$ cat config.mk
export PLATFORM = sky130hd
export DESIGN_NAME = hcv_cell
export DESIGN_NICKNAME = d
export VERILOG_FILES = /design/src/rtl/core/hcv_pkg.sv /design/src/rtl/core/hcv_cell.sv
export SDC_FILE = /design/constraint.sdc
export NUM_CORES = 2
export LEC_CHECK = 0
export BUFFER_PORTS_ARGS = -buffer_cell sky130_fd_sc_hd__buf_2
export CORE_ASPECT_RATIO = 0.8
export CORE_MARGIN = 5
export CORE_UTILIZATION = 45
export DETAILED_ROUTE_END_ITERATION = 8
export GPL_TIMING_DRIVEN = 0
export PLACE_DENSITY = 0.71
export SLEW_MARGIN = 20
export SYNTH_ARGS = -nofsm -noshare
export SYNTH_HDL_FRONTEND = slang
export SYNTH_SLANG_ARGS = --single-unit
$ cat constraint.sdc
create_clock -name clk -period 10.18 [get_ports clk]
set_clock_uncertainty 0.2 [all_clocks]
set_input_delay 0.509 -clock clk [delete_from_list [all_inputs] [get_ports clk]]
set_output_delay 0.509 -clock clk [all_outputs]
set_load 0.02 [all_outputs]
$ cat src/rtl/core/hcv_pkg.sv
// ----------------------------------------------------------------------------
// hcv_pkg
// Types, codes and arithmetic helpers of the harmonic chain stepper.
// ----------------------------------------------------------------------------
`default_nettype none

package hcv_pkg;

  localparam logic FUNC_LOAD = 1'b0;
  localparam logic FUNC_STEP = 1'b1;

  localparam logic [15:0] TIME_STEP_RESET = 16'd6554;

  // cell operations, broadcast to the whole row
  typedef enum logic [2:0] {
    OP_NONE,
    OP_LOAD,
    OP_ACC,
    OP_MULK,
    OP_KICK,
    OP_MULD,
    OP_DRIFT,
    OP_ROT
  } op_t;

  typedef struct packed {
    op_t        op;
    logic [4:0] load_idx;
  } cell_cmd_t;

  typedef enum logic [3:0] {
    S_IDLE,
    S_ACC1,
    S_MUL1,
    S_KICK1,
    S_MULD,
    S_DRIFT,
    S_ACC2,
    S_MUL2,
    S_KICK2,
    S_EMIT
  } seq_state_t;

  // clamp a 36-bit signed sum to 32-bit signed
  function automatic logic signed [31:0] sat36(input logic signed [35:0] x);
    logic signed [31:0] r;
    if (x > 36'sd2147483647)       r = 32'sh7fffffff;
    else if (x < -36'sd2147483648) r = 32'sh80000000;
    else                           r = x[31:0];
    return r;
  endfunction

endpackage

`default_nettype wire

$ cat src/rtl/core/hcv_cell.sv
// ----------------------------------------------------------------------------
// hcv_cell
// One particle: position, velocity, Laplacian and one multiplier.
// ----------------------------------------------------------------------------
`default_nettype none

module hcv_cell #(
  parameter int IDX = 0
) (
  input  wire                    clk,
  input  wire                    rst,
  input  hcv_pkg::cell_cmd_t     cmd,
  input  wire [15:0]             time_step,
  input  wire signed [31:0]      load_position,
  input  wire signed [31:0]      load_velocity,
  input  wire signed [31:0]      left_pos,
  input  wire signed [31:0]      right_pos,
  input  wire signed [31:0]      rot_pos,
  input  wire signed [31:0]      rot_vel,
  output logic signed [31:0]     pos,
  output logic signed [31:0]     vel
);

  logic signed [33:0] acc;
  logic signed [50:0] prod;
  logic signed [16:0] dt_s;
  logic signed [50:0] rk;
  logic signed [50:0] rd;
  logic signed [35:0] kick_sum;
  logic signed [35:0] drift_sum;
  logic               hit;

  assign dt_s = $signed({1'b0, time_step});
  // round half up: add half an LSB, then floor
  assign rk = prod + 51'sd65536;
  assign rd = prod + 51'sd32768;
  assign kick_sum  = 36'(vel) + 36'($signed(rk[50:17]));
  assign drift_sum = 36'(pos) + 36'($signed(rd[48:16]));
  assign hit = (IDX < 32) && (cmd.load_idx == 5'(IDX));

  always_ff @(posedge clk) begin
    if (rst) begin
      pos <= '0;
      vel <= '0;
    end else begin
      case (cmd.op)
        hcv_pkg::OP_LOAD: begin
          if (hit) begin
            pos <= load_position;
            vel <= load_velocity;
          end
        end
        hcv_pkg::OP_KICK:  vel <= hcv_pkg::sat36(kick_sum);
        hcv_pkg::OP_DRIFT: pos <= hcv_pkg::sat36(drift_sum);
        hcv_pkg::OP_ROT: begin
          pos <= rot_pos;
          vel <= rot_vel;
        end
        default: ;
      endcase
    end
  end

  always_ff @(posedge clk) begin
    case (cmd.op)
      hcv_pkg::OP_ACC:  acc  <= 34'(left_pos) + 34'(right_pos) - (34'(pos) <<< 1);
      hcv_pkg::OP_MULK: prod <= 51'(dt_s) * 51'(acc);
      hcv_pkg::OP_MULD: prod <= 51'(dt_s) * 51'(vel);
      default: ;
    endcase
  end

endmodule

`default_nettype wire

==> impl_metrics.py <==
metrics = {
    "status": {
        "status": "finished clean",
    },
    "logic_synthesis": {
        "syn-cell-area_um2": 49600,
        "yosysMostFrequentCell": "inv_1",
        "synth.distinct_cells": 92,
        "yosysWarnings": 0,
        "synthMuxAreaShare": 0.00101,
        "synth-compound-area-share": 0.0944,
        "synth_seq_cells": 134,
        "synth_xor_area_frac": 0.0395,
        "synth_area_leader_cell": "fa_1",
        "synth_fa_ha_area_frac": 0.503,
        "synth_cells": 5849,
        "synth_common_cells": "inv_1 (1407), fa_1 (1036), nand2_1 (871)",
        "synth_edf_count": 70,
        "ys_async_sr_fraction": 0,
        "yosys-top-cells-area": "fa_1 (42%), inv_1 (11%), ha_1 (8.5%)",
        "avgSynthCellArea_um2": 8.49,
        "synth-seq-area-share": 0.0682,
        "synth_flop_cell": "edfxtp_1",
        "synth_top_family_by_area": "adder cells",
        "syn_nets": 7440,
        "yosysTopAreaCellShare": 0.418,
        "yosys.area_share.simple": 0.167,
    },
    "clock_tree": {
        "ctsHoldBuffers": 0,
        "cts_made_buffers": 17,
        "clock_latency_ns": 0.52,
        "path_clk_slew_ns": 0.07,
        "cts_resized": 0,
        "htreeDepth": 4,
        "clockBufferDepth": 2,
        "root_buffer": "clkbuf_16",
        "postCtsSetupRepairBufs": 0,
        "cts_tree": "done",
        "cts.sinks": 134,
    },
    "sta": {
        "fmax_mhz": 114,
        "worst_pin_slew_ns": 1.26,
        "min_period_ns": 8.78,
        "hold_viol_final": 0,
        "drv_slew": 0,
        "relSlewSlack": 0.160,
        "fin_tns_setup_ns": 0,
        "rsz0062_at_grt": "false",
        "setup_violations": 0,
        "finalCritPeriodShare": 0.862,
    },
    "routing": {
        "avgViaCountPerCell": 5.47,
        "firstDrtPassIters": 6,
        "wl_um": 167000,
        "vias": 41600,
        "drtIter0Drc": 3738,
        "post_drt_wl_per_cell_um": 21.9,
        "drcViolationCount": 0,
        "ant_nets": 0,
    },
    "flow_run": {
        "drv_cap": 0,
    },
    "worst_setup_path": {
        "worstPathArrival_ns": 8.75,
        "path_delay_family": "adder cells",
        "slowest_stage": "a2111oi_0",
        "max_stage_delay_ns": 0.97,
        "critPathMaxFanout": 11,
        "worstSetupPathType": "primary input to flop",
        "critPathBufInv": 7,
        "startpoint_type": "primary input",
        "cp_data_required_time_ns": 10.16,
        "path_cells": "clkbuf_1 > clkbuf_1 > nand2_1 > fa_1 > inv_1 > fa_1 > inv_1 > fa_1 > inv_1 > fa_1 > fa_1 > inv_1 > fa_1 > inv_1 > ha_1 > a211oi_1 > o211ai_1 > a21oi_1 > a2bb2oi_1 > o31a_1 > o21ba_2 > nor2_1 > a2111oi_0 > o31ai_1",
        "cpMostUsedCell": "fa_1",
        "critPathCaptureType": "flop",
    },
    "global_route": {
        "grt_antenna_before_repair": 13,
        "grt_pass1_wl_um": 257000,
        "grt_start_max_net_pins": 30,
        "grt_pass1_vias": 43300,
        "grt_usage": 0.289,
        "grt_overflow": 0,
    },
    "floorplanning": {
        "die_w_um": 381,
        "start_util": 0.451,
        "io_pins": 282,
        "coreArea_um2": 110000,
        "row_count": 109,
        "dieArea_um2": 117000,
        "die_height_um": 307,
    },
    "placed_design": {
        "port_buffers": 263,
        "gp_congestion": 0.980,
        "dpl.hpwl_um": 140000,
    },
    "cells_and_area": {
        "nNetsFinal": 7729,
        "drive_gt1_frac": 0.0645,
        "synthToLayoutAreaGrowth_pct": 7.70,
    },
    "worst_hold_path": {
        "hold_path_class": "primary input to flop",
    },
}
cells by family (layout without fill, tap and decap cells):
| family | count (synthesis) | after routing |
|---|---|---|
| adders and majority gates | 1373 | 1373 |
| other | 0 | 13 |
| AOI/OAI and AO/OA | 713 | 713 |
| and+or+nand+nor | 1735 | 1735 |
| xor gates and xnor gates | 224 | 224 |
| DFF | 134 | 134 |
| muxes | 5 | 5 |
| buffers and inverters | 1665 | 1967 |
through the flow:
step | utilization | area (um^2) | instances | setup slack, ns | hold WS [ns]
final | 0.486 | 53500 | 7607 | 1.40 | 0.0585
after global routing | 0.485 | 53400 | 7594 | 1.21 | 0.0511
after CTS | 0.485 | 53400 | 7594 | 1.62 | 0.0202
after detailed placement | 0.480 | 52900 | 7562 | 1.08 | 0.327
after global placement | 0.479 | 52800 | 7555 | 0.959 | 0.324
after floorplan | - | 49600 | 5849 | 3.25 | 0.361
flip-flops by register name, summed over array words and instances, names as in the netlist:
| signal | cells |
|---|---|
| prod | 36 |
| pos | 32 |
| acc | 34 |
| vel | 32 |
worst paths after layout:
kind,from,endpoint,slack [ns],cells after the start
min reg2reg,pos[28]$_SDFFE_PP0P_,pos[28]$_SDFFE_PP0P_,0.34,2
min,load_position[31],pos[31]$_SDFFE_PP0P_,0.06,3
max,time_step[10],prod[39]$_DFFE_PP_,1.40,24
max reg2reg,vel[6]$_SDFFE_PP0P_,prod[46]$_DFFE_PP_,1.49,24
cell type report:
class,instances,area (um^2)
Multi-Input combinational cell,4050,40000
Antenna cell,13,32.5
Fill cell,10500,56600
Clock buffer,18,429
Buffer,257,1040
Sequential cell,134,3380
Clock inverter,14,140
Inverter,1408,5290
Timing Repair Buffer,270,1380
Tap cell,1443,1810
layer usage:
metal  wire, um  GRT usage
met3      20700     0.0937
met1      67500      0.389
met2      72900      0.442
met5         60          0
met4       5790     0.0973
worst reg2reg max path, delay by kind of cell, from the launching register on:
| kind | cells | cell delay [ns] |
|---|---|---|
| mux | 1 | 0.34 |
| flops | 1 | 0.96 |
| xor+xnor | 1 | 0.19 |
| fa+ha+maj | 7 | 3.43 |
| buf+inv | 6 | 0.82 |
| compound gates | 8 | 2.37 |
| simple gates | 1 | 0.17 |
cells in the final DEF, fill, tap and decap left out, types with 36 or more instances in the layout:
cell / Yosys / routed
dfxtp_1: 64 / 64
xor2_1: 74 / 74
nand2_1: 871 / 871
a211oi_1: 51 / 51
edfxtp_1: 70 / 70
inv_1: 1407 / 1407
and2_1: 414 / 414
a21oi_1: 192 / 192
nor2_1: 183 / 182
fa_1: 1036 / 1036
o21ai_1: 36 / 38
o21ai_0: 125 / 123
a21o_1: 71 / 71
nand3_1: 54 / 54
buf_2: 12 / 275
xnor2_1: 150 / 150
nand4_1: 36 / 36
ha_1: 337 / 337
clkbuf_1: 232 / 224
Power is left out: the tool's default activity adds up to more than one toggle a clock period on the data nets, which glitch-free logic cannot reach.
