`config.mk`:
```
export PLATFORM = sky130hd
export DESIGN_NAME = hcv_seq
export DESIGN_NICKNAME = d
export VERILOG_FILES = /design/src/rtl/core/hcv_pkg.sv /design/src/rtl/core/hcv_seq.sv
export SDC_FILE = /design/constraint.sdc
export NUM_CORES = 1
export LEC_CHECK = 0
export BUFFER_PORTS_ARGS = -buffer_cell sky130_fd_sc_hd__buf_2
export CORE_MARGIN = 3
export CORE_UTILIZATION = 41
export CTS_CLUSTER_DIAMETER = 150
export DETAILED_ROUTE_END_ITERATION = 6
export MAX_ROUTING_LAYER = met4
export PLACE_DENSITY = 0.73
export SLEW_MARGIN = 20
export SYNTH_ARGS = -nofsm -noshare
export SYNTH_HDL_FRONTEND = slang
export SYNTH_SLANG_ARGS = --single-unit
```
`constraint.sdc`:
```
create_clock -name clk -period 1.65 [get_ports clk]
set_input_delay 0.2475 -clock clk [delete_from_list [all_inputs] [get_ports clk]]
set_output_delay 0.2475 -clock clk [all_outputs]
set_load 0.05 [all_outputs]
```
`src/rtl/core/hcv_pkg.sv`:
```
// ----------------------------------------------------------------------------
// hcv_pkg
// Types, codes and arithmetic helpers of the harmonic chain stepper.
// ----------------------------------------------------------------------------
`default_nettype none

package hcv_pkg;

  localparam logic FUNC_LOAD = 1'b0;
  localparam logic FUNC_STEP = 1'b1;

  localparam logic [15:0] TIME_STEP_RESET = 16'd6554;

  // cell operations, broadcast to the whole row
  typedef enum logic [2:0] {
    OP_NONE,
    OP_LOAD,
    OP_ACC,
    OP_MULK,
    OP_KICK,
    OP_MULD,
    OP_DRIFT,
    OP_ROT
  } op_t;

  typedef struct packed {
    op_t        op;
    logic [4:0] load_idx;
  } cell_cmd_t;

  typedef enum logic [3:0] {
    S_IDLE,
    S_ACC1,
    S_MUL1,
    S_KICK1,
    S_MULD,
    S_DRIFT,
    S_ACC2,
    S_MUL2,
    S_KICK2,
    S_EMIT
  } seq_state_t;

  // clamp a 36-bit signed sum to 32-bit signed
  function automatic logic signed [31:0] sat36(input logic signed [35:0] x);
    logic signed [31:0] r;
    if (x > 36'sd2147483647)       r = 32'sh7fffffff;
    else if (x < -36'sd2147483648) r = 32'sh80000000;
    else                           r = x[31:0];
    return r;
  endfunction

endpackage

`default_nettype wire

```
`src/rtl/core/hcv_seq.sv`:
```
// ----------------------------------------------------------------------------
// hcv_seq
// Step sequencer: phase commands to the row and output beat count.
// ----------------------------------------------------------------------------
`default_nettype none

module hcv_seq #(
  parameter int NUM_PARTICLES = 32
) (
  input  wire                 clk,
  input  wire                 rst,
  input  wire                 in_valid,
  input  wire                 in_func,
  input  wire [4:0]           in_index,
  output logic                in_ready,
  input  wire                 out_ready,
  output logic                out_valid,
  output logic [4:0]          out_index,
  output logic                out_last,
  output hcv_pkg::cell_cmd_t  cmd
);

  localparam int CW = $clog2(NUM_PARTICLES);

  hcv_pkg::seq_state_t state, state_next;
  logic [CW-1:0] cnt, cnt_next;

  always_ff @(posedge clk) begin
    if (rst) begin
      state <= hcv_pkg::S_IDLE;
      cnt   <= '0;
    end else begin
      state <= state_next;
      cnt   <= cnt_next;
    end
  end

  assign out_index = 5'(cnt);
  assign out_last  = (cnt == CW'(NUM_PARTICLES - 1));

  always_comb begin
    state_next   = state;
    cnt_next     = cnt;
    in_ready     = 1'b0;
    out_valid    = 1'b0;
    cmd.op       = hcv_pkg::OP_NONE;
    cmd.load_idx = in_index;
    unique case (state)
      hcv_pkg::S_IDLE: begin
        in_ready = 1'b1;
        if (in_valid) begin
          if (in_func == hcv_pkg::FUNC_LOAD) cmd.op = hcv_pkg::OP_LOAD;
          else state_next = hcv_pkg::S_ACC1;
        end
      end
      hcv_pkg::S_ACC1: begin
        cmd.op = hcv_pkg::OP_ACC;
        state_next = hcv_pkg::S_MUL1;
      end
      hcv_pkg::S_MUL1: begin
        cmd.op = hcv_pkg::OP_MULK;
        state_next = hcv_pkg::S_KICK1;
      end
      hcv_pkg::S_KICK1: begin
        cmd.op = hcv_pkg::OP_KICK;
        state_next = hcv_pkg::S_MULD;
      end
      hcv_pkg::S_MULD: begin
        cmd.op = hcv_pkg::OP_MULD;
        state_next = hcv_pkg::S_DRIFT;
      end
      hcv_pkg::S_DRIFT: begin
        cmd.op = hcv_pkg::OP_DRIFT;
        state_next = hcv_pkg::S_ACC2;
      end
      hcv_pkg::S_ACC2: begin
        cmd.op = hcv_pkg::OP_ACC;
        state_next = hcv_pkg::S_MUL2;
      end
      hcv_pkg::S_MUL2: begin
        cmd.op = hcv_pkg::OP_MULK;
        state_next = hcv_pkg::S_KICK2;
      end
      hcv_pkg::S_KICK2: begin
        cmd.op = hcv_pkg::OP_KICK;
        cnt_next = '0;
        state_next = hcv_pkg::S_EMIT;
      end
      hcv_pkg::S_EMIT: begin
        out_valid = 1'b1;
        if (out_ready) begin
          cmd.op = hcv_pkg::OP_ROT;
          if (out_last) begin
            cnt_next   = '0;
            state_next = hcv_pkg::S_IDLE;
          end else begin
            cnt_next = cnt + 1'b1;
          end
        end
      end
      default: state_next = hcv_pkg::S_IDLE;
    endcase
  end

endmodule

`default_nettype wire

```
==> results of run 1 <==
[state kept, by name (all words and copies together) (netlist names)]
register / count
out_index: 5
state: 4
[area by class of cell]
class	instances	area, sq um	area share (%)
Multi-Input combinational cell	57	433	49.0
Sequential cell	9	200	22.7
Timing Repair Buffer	29	196	22.2
Clock buffer	3	22.5	2.55
Tap cell	15	18.8	2.12
Inverter	2	7.51	0.850
Clock inverter	1	5.00	0.567
[worst min-delay path by stage]
stage | startpoint | endpoint | slack (ps) | depth (start not counted)
finish | rst | out_index[0]$_SDFFE_PP0P_ | 280 | 2
global route | rst | out_index[0]$_SDFFE_PP0P_ | 280 | 2
CTS | rst | out_index[0]$_SDFFE_PP0P_ | 280 | 2
detailed placement | in_index[0] | cmd[0] | 500 | 0
global placement | out_index[0]$_SDFFE_PP0P_ | out_index[0]$_SDFFE_PP0P_ | 490 | 2
floorplan | out_ready | state[0]$_SDFFE_PP0P_ | 440 | 3
[what timing repair did]
action                                  CTS  global route
pin swaps                                 0             3
gates resized for setup                   6             8
buffers inserted                          0             5
endpoints found under the setup margin    4             5
[layout by cell type, fill, tap and decap left out, drive strengths merged, types with 2 or more instances in the layout]
| cell | netlist | layout |
|---|---|---|
| buf | 9 | 28 |
| dfxtp | 9 | 9 |
| a21oi | 6 | 6 |
| nand3 | 6 | 6 |
| nand2 | 6 | 6 |
| nor2 | 5 | 5 |
| nand2b | 4 | 4 |
| clkbuf | 1 | 4 |
| mux2i | 3 | 3 |
| nor3 | 3 | 3 |
| inv | 2 | 2 |
| nor3b | 2 | 2 |
| o22ai | 2 | 2 |
| and2 | 2 | 2 |
| ha | 2 | 2 |
[power breakdown]
part           switching (W)  leakage [nW]  internal [W]
clock              0.0000768        0.0177     0.0000893
sequential         0.0000178        0.0779      0.000221
combinational       0.000118         0.279     0.0000874
total               0.000213         0.375      0.000397
[routing by layer]
metal	wire length, um	global-route usage [%]	up-vias	part of all wire, %
met1	738	20.1	278	47
met4	12	4.82	0	0.76
li1	-	-	322	-
met2	687	22.9	24	44
met3	132	7.72	2	8.4
met5	0	-	-	0
[through the flow]
stage / instance area [sq um] / util (%) / total power (W) / std cells / setup TNS, ps
floorplan: 679 / - / 0.000401 / 78 / -437
global placement: 785 / 58.1 / 0.000414 / 107 / 0
detailed placement: 785 / 58.1 / 0.000416 / 107 / 0
CTS: 825 / 61.1 / 0.000593 / 111 / 0
global route: 883 / 65.4 / 0.000640 / 116 / -137
finish: 883 / 65.4 / 0.000610 / 116 / 0
[cells by family after synthesis]
family | Yosys count | share of synthesized area, %
and+or+nand+nor | 36 | 34.1
AOI/OAI and AO/OA | 14 | 14.3
adders and majority gates | 2 | 4.08
DFF | 9 | 29.4
xor gates and xnor gates | 2 | 2.86
muxes | 3 | 4.90
buffers and inverters | 12 | 10.4
[worst reg2reg max path, delay by kind of cell (launching register included)]
kind / cells / cell delay [ps]
AND/OR/NAND/NOR: 3 / 760
flip-flops: 1 / 360
adder cells (fa/ha/maj): 2 / 330
AO/OA/AOI/OAI: 1 / 120
==> impl_results.md, run 1 <==
- Hold WC Path Type: in -> reg
- # hold bufs at CTS: 0
- Clock transition at path regs: 60 ps
- Final hold violation count: 0
- Fin crit share: 99.6%
- Synth top area share: 29.4%
- Relative slew slack: 76.0%
- Synth unique cells: 32
- Crit end category: register
- Slowest cell on crit path: dfxtp_4
- CTS sink cnt: 9
- WL final: 1570 um
- CP Cell Sequence: ha_4 -> and3_4 -> ha_4 -> and2b_2 -> or3b_1 -> a21oi_1
- Kind of critical path: reg -> reg
- Initial antenna violation count: 0
- Total Routing Usage GR: 16.2%
- Initial Utilization: 45.4%
- Final #Nets: 114
- Status: finished, final reports clean
- Core Area: 0.00135 sq mm
- PwrDens: 690 mW/mm^2
- Top cells by area, synth: dfxtp_1 (29%), buf_4 (6.1%), a21oi_1 (4.9%)
- Synth cell count leaders: dfxtp_1 (9), a21oi_1 (6), nand2_1 (6), nand3_1 (6)
- Worst-Margin Slew: 351 ps
- Vias in the first global route: 544
- Net count after synthesis: 90
- Max_cap viols: 0
- Max-slew violations: 0
- Top FF cell, synth: dfxtp_1
- Final setup margin: 5.87 ps
- WP buf/inv: 0
- Post-DRT Antenna Nets: 0
- Ys async rst share: 0%
- Count leader, synth: dfxtp_1
- Vias: 626
- RSZ-0062 raised after global routing: yes
- Num CTS Buffers: 3
- Worst EP required: 1840 ps
- Post-layout min period: 1640 ps
- DRT iter0 DRCs: 15
- DR WL/cell: 13.5 um
- CTS H-tree lvls: 1
- Antenna cells: 0
- Total gr overflow: 0
- Vias per cell: 5.40
- Area growth syn-to-layout: 44.1%
- Drt pass-1 iters: 4
- # IOs: 26
- LEAKAGE: 0.375 nW
- HPWL after DPL: 1100 um
- Number of synthesized flops with an enable pin: 0
- DIE WIDTH: 44.7 um
- Mean Syn Cell Area: 7.86 sq um
- Largest net degree at the start of global routing: 12
- PortBufs: 15
- Die Area: 0.00200 sq mm
- Num rows: 13
- Pre-CTS WS: 24.0 ps
- Clock buffer depth: 2
- Global-route wire length before repair: 2280 um
- Share of post-route cells with drive strength above 1: 50.5%
- Seq/Total Area, Yosys: 29.4%
- Worst reg2reg endpoint: out_index[0]$_SDFFE_PP0P_
- Synth area leader: dfxtp_1
- R2R Setup Slk: 6 ps
- Critical path startpoint category: register
- CP startpoint: out_index[1]$_SDFFE_PP0P_
- Seq cells post-synth: 9
- GPL Wtd Cong: 0.765
- R2R depth: 6
- Synth Cell Area: 613 sq um
- Clk_skew: 1.29 ps
- F_max: 608 MHz
- Drt drc: 0
- Gate Count Post-Synth: 78
- Crit-path max cell delay: 360 ps
- # fillers: 105
- Chip Height: 44.7 um
- CTS tree: built
- CP max FO: 5
- Critical path depth in cells: 6
- Worst vdd ir: 0.309 mV
- CTS root buffer: clkbuf_4
- RR Startpoint: out_index[1]$_SDFFE_PP0P_
- Hold WS: 282 ps
- Clk_lat worst skew: 260 ps
- Worst setup path endpoint: out_index[0]$_SDFFE_PP0P_
- Most frequent cell on the critical path: ha_4
- CP delay by family, top: simple AND/OR/NAND/NOR gates
- Setup violations, final: 0
- WP data arrival: 1830 ps
- Yosys warning total: 0
(Power assumes the default switching activity.)
==> run 2: changes to the inputs <==
- REMOVE_ABC_BUFFERS: default -> 1
==> impl_results.md, run 2 (same netlist as run 1, synthesis figures left out) <==
- DP Area: 726 sq um (-7.5%)
- Final setup margin: 14.1 ps (+8.19 ps)
- WL final: 1580 um (+0.51%)
- Global-route wire length before repair: 2590 um (+14%)
- Num CTS Buffers: 3 (unchanged)
- Most common cell after layout, fill and taps aside: buf_4
- Share of post-route cells with drive strength above 1: 43.9% (-6.6 points)
- GPL Wtd Cong: 0.811 (+5.9%)
- Num rows: 13 (unchanged)
- Relative slew slack: 75.4% (-0.64 points)
- Post-DRT Antenna Nets: 0 (unchanged)
- CTS root buffer: clkbuf_4
- DIE WIDTH: 44.7 um (unchanged)
- Largest net degree at the start of global routing: 15 (+3)
- CTS sink cnt: 9 (unchanged)
- Hold WC Path Type: in -> reg
- Initial antenna violation count: 0 (unchanged)
- Final Non-Filler Cells: 113 (-2.6%)
- Worst vdd ir: 0.360 mV (+16%)
- WP data arrival: 1390 ps (-440 ps)
- Fin Setup TNS: 0 ps (unchanged)
- Core Area: 0.00135 sq mm (unchanged)
- Post-route cell area: 848 sq um (-4.0%)
- Area growth syn-to-layout: 38.4%
- Status: finished, final reports clean
- PortBufs: 15 (unchanged)
- Most frequent cells in the layout: buf_4 (11), buf_2 (10), nand3_1 (6), nand2_1 (6)
- CTS H-tree lvls: 1 (unchanged)
- Chip Height: 44.7 um (unchanged)
- LEAKAGE: 0.353 nW (-5.7%)
- Drt pass-1 iters: 4 (unchanged)
- Pre-CTS WS: -2.49 ps (-26.5 ps)
- Die Area: 0.00200 sq mm (unchanged)
- Crit end category: primary output
- HPWL after DPL: 1000 um (-8.7%)
- # fillers: 121 (+15%)
- Critical path startpoint category: register
- Vias: 640 (+2.2%)
- DRT iter0 DRCs: 5 (-10)
- CP max FO: 6 (+1)
- # hold bufs at CTS: 0 (unchanged)
- DR WL/cell: 14.0 um (+3.2%)
- Worst-Margin Slew: 360 ps (+9.34 ps)
- Final #Nets: 111 (-2.6%)
- CTS tree: built
- # IOs: 26 (unchanged)
- Worst EP required: 1400 ps (-440 ps)
- Final hold violation count: 0 (unchanged)
- Total Routing Usage GR: 18.3% (+2.1 points)
- F_max: 611 MHz (+0.50%)
- RSZ-0062 raised after global routing: yes
- Total gr overflow: 0 (unchanged)
- Vias per cell: 5.66 (+5.0%)
- Antenna cells: 0 (unchanged)
- Kind of critical path: reg -> out
- Hold WS: 266 ps (-15.2 ps)
- Setup violations, final: 0 (unchanged)
- Post-layout min period: 1640 ps (-8.19 ps)
- Initial Utilization: 45.4% (unchanged)
- Clk_skew: 4.27 ps (+2.99 ps)
- Clock buffer depth: 2 (unchanged)
- Fin crit share: 99.1% (-0.50 points)
- Max-slew violations: 0 (unchanged)
- Vias in the first global route: 603 (+11%)
- PwrDens: 683 mW/mm^2 (-1.0%)
- Placed cell count: 108 (+0.93%)
- Clk_lat worst skew: 270 ps (about the same)
- Max reg flops: 5 (unchanged)
- Clock transition at path regs: 60 ps (about the same)
- Drt drc: 0 (unchanged)
- Max_cap viols: 0 (unchanged)
run 2: cell count changes in the layout (fill, tap and decap cells not counted), sizes merged:
| cell | change |
|---|---|
| clkbuf | +1 |
| clkinv | -1 |
| buf | -3 |
run 2: area by class of cell:
cell class | instances | area, sq um | area share (%)
multi-input combinational | 57 | 412 | 48.5
sequential | 9 | 195 | 23.0
tap | 15 | 18.8 | 2.21
inverter | 2 | 7.51 | 0.885
timing repair buffer | 26 | 189 | 22.3
clock buffer | 4 | 26.3 | 3.10
run 2: report_power, final:
part | internal [W] | switching [W]
Combinational | 0.0000634 | 0.000102
Sequential | 0.000224 | 0.0000195
Clock | 0.0000933 | 0.0000779
Total | 0.000381 | 0.000199
run 2: stage by stage:
stage | util [%] | total power [W]
floorplan | - | 0.000353
global placement | 53.8 | 0.000390
detailed placement | 53.8 | 0.000393
CTS | 58.0 | 0.000568
global route | 62.8 | 0.000611
finish | 62.8 | 0.000580
run 2: worst paths after layout:
path / cells after the start / end / slack [ps] / startpoint
max: 5 / cmd[5] / 10 / state[2]$_SDFFE_PP0P_
min: 2 / out_index[0]$_SDFFE_PP0P_ / 270 / rst
max reg2reg: 6 / out_index[0]$_SDFFE_PP0P_ / 30 / out_index[0]$_SDFFE_PP0P_
min reg2reg: 1 / state[1]$_SDFFE_PP0P_ / 470 / state[3]$_SDFFE_PP0P_
run 2: what timing repair did:
item	CTS	global route
gates resized for setup	13	17
endpoints found under the setup margin	6	7
buffers inserted	0	1
pin swaps	1	2
run 2: per-layer routing:
metal	global-route usage (%)	share of wire, %
met5	-	0
met4	10.8	4.1
met3	4.47	6.9
met2	28.7	49
met1	20.7	40
run 2: worst max-delay path: stages (launching register included):
cell and delay (ps):
dfxtp_4 370, buf_6 120, a21oi_1 40, o31a_1 250
o22ai_2 170, buf_6 180
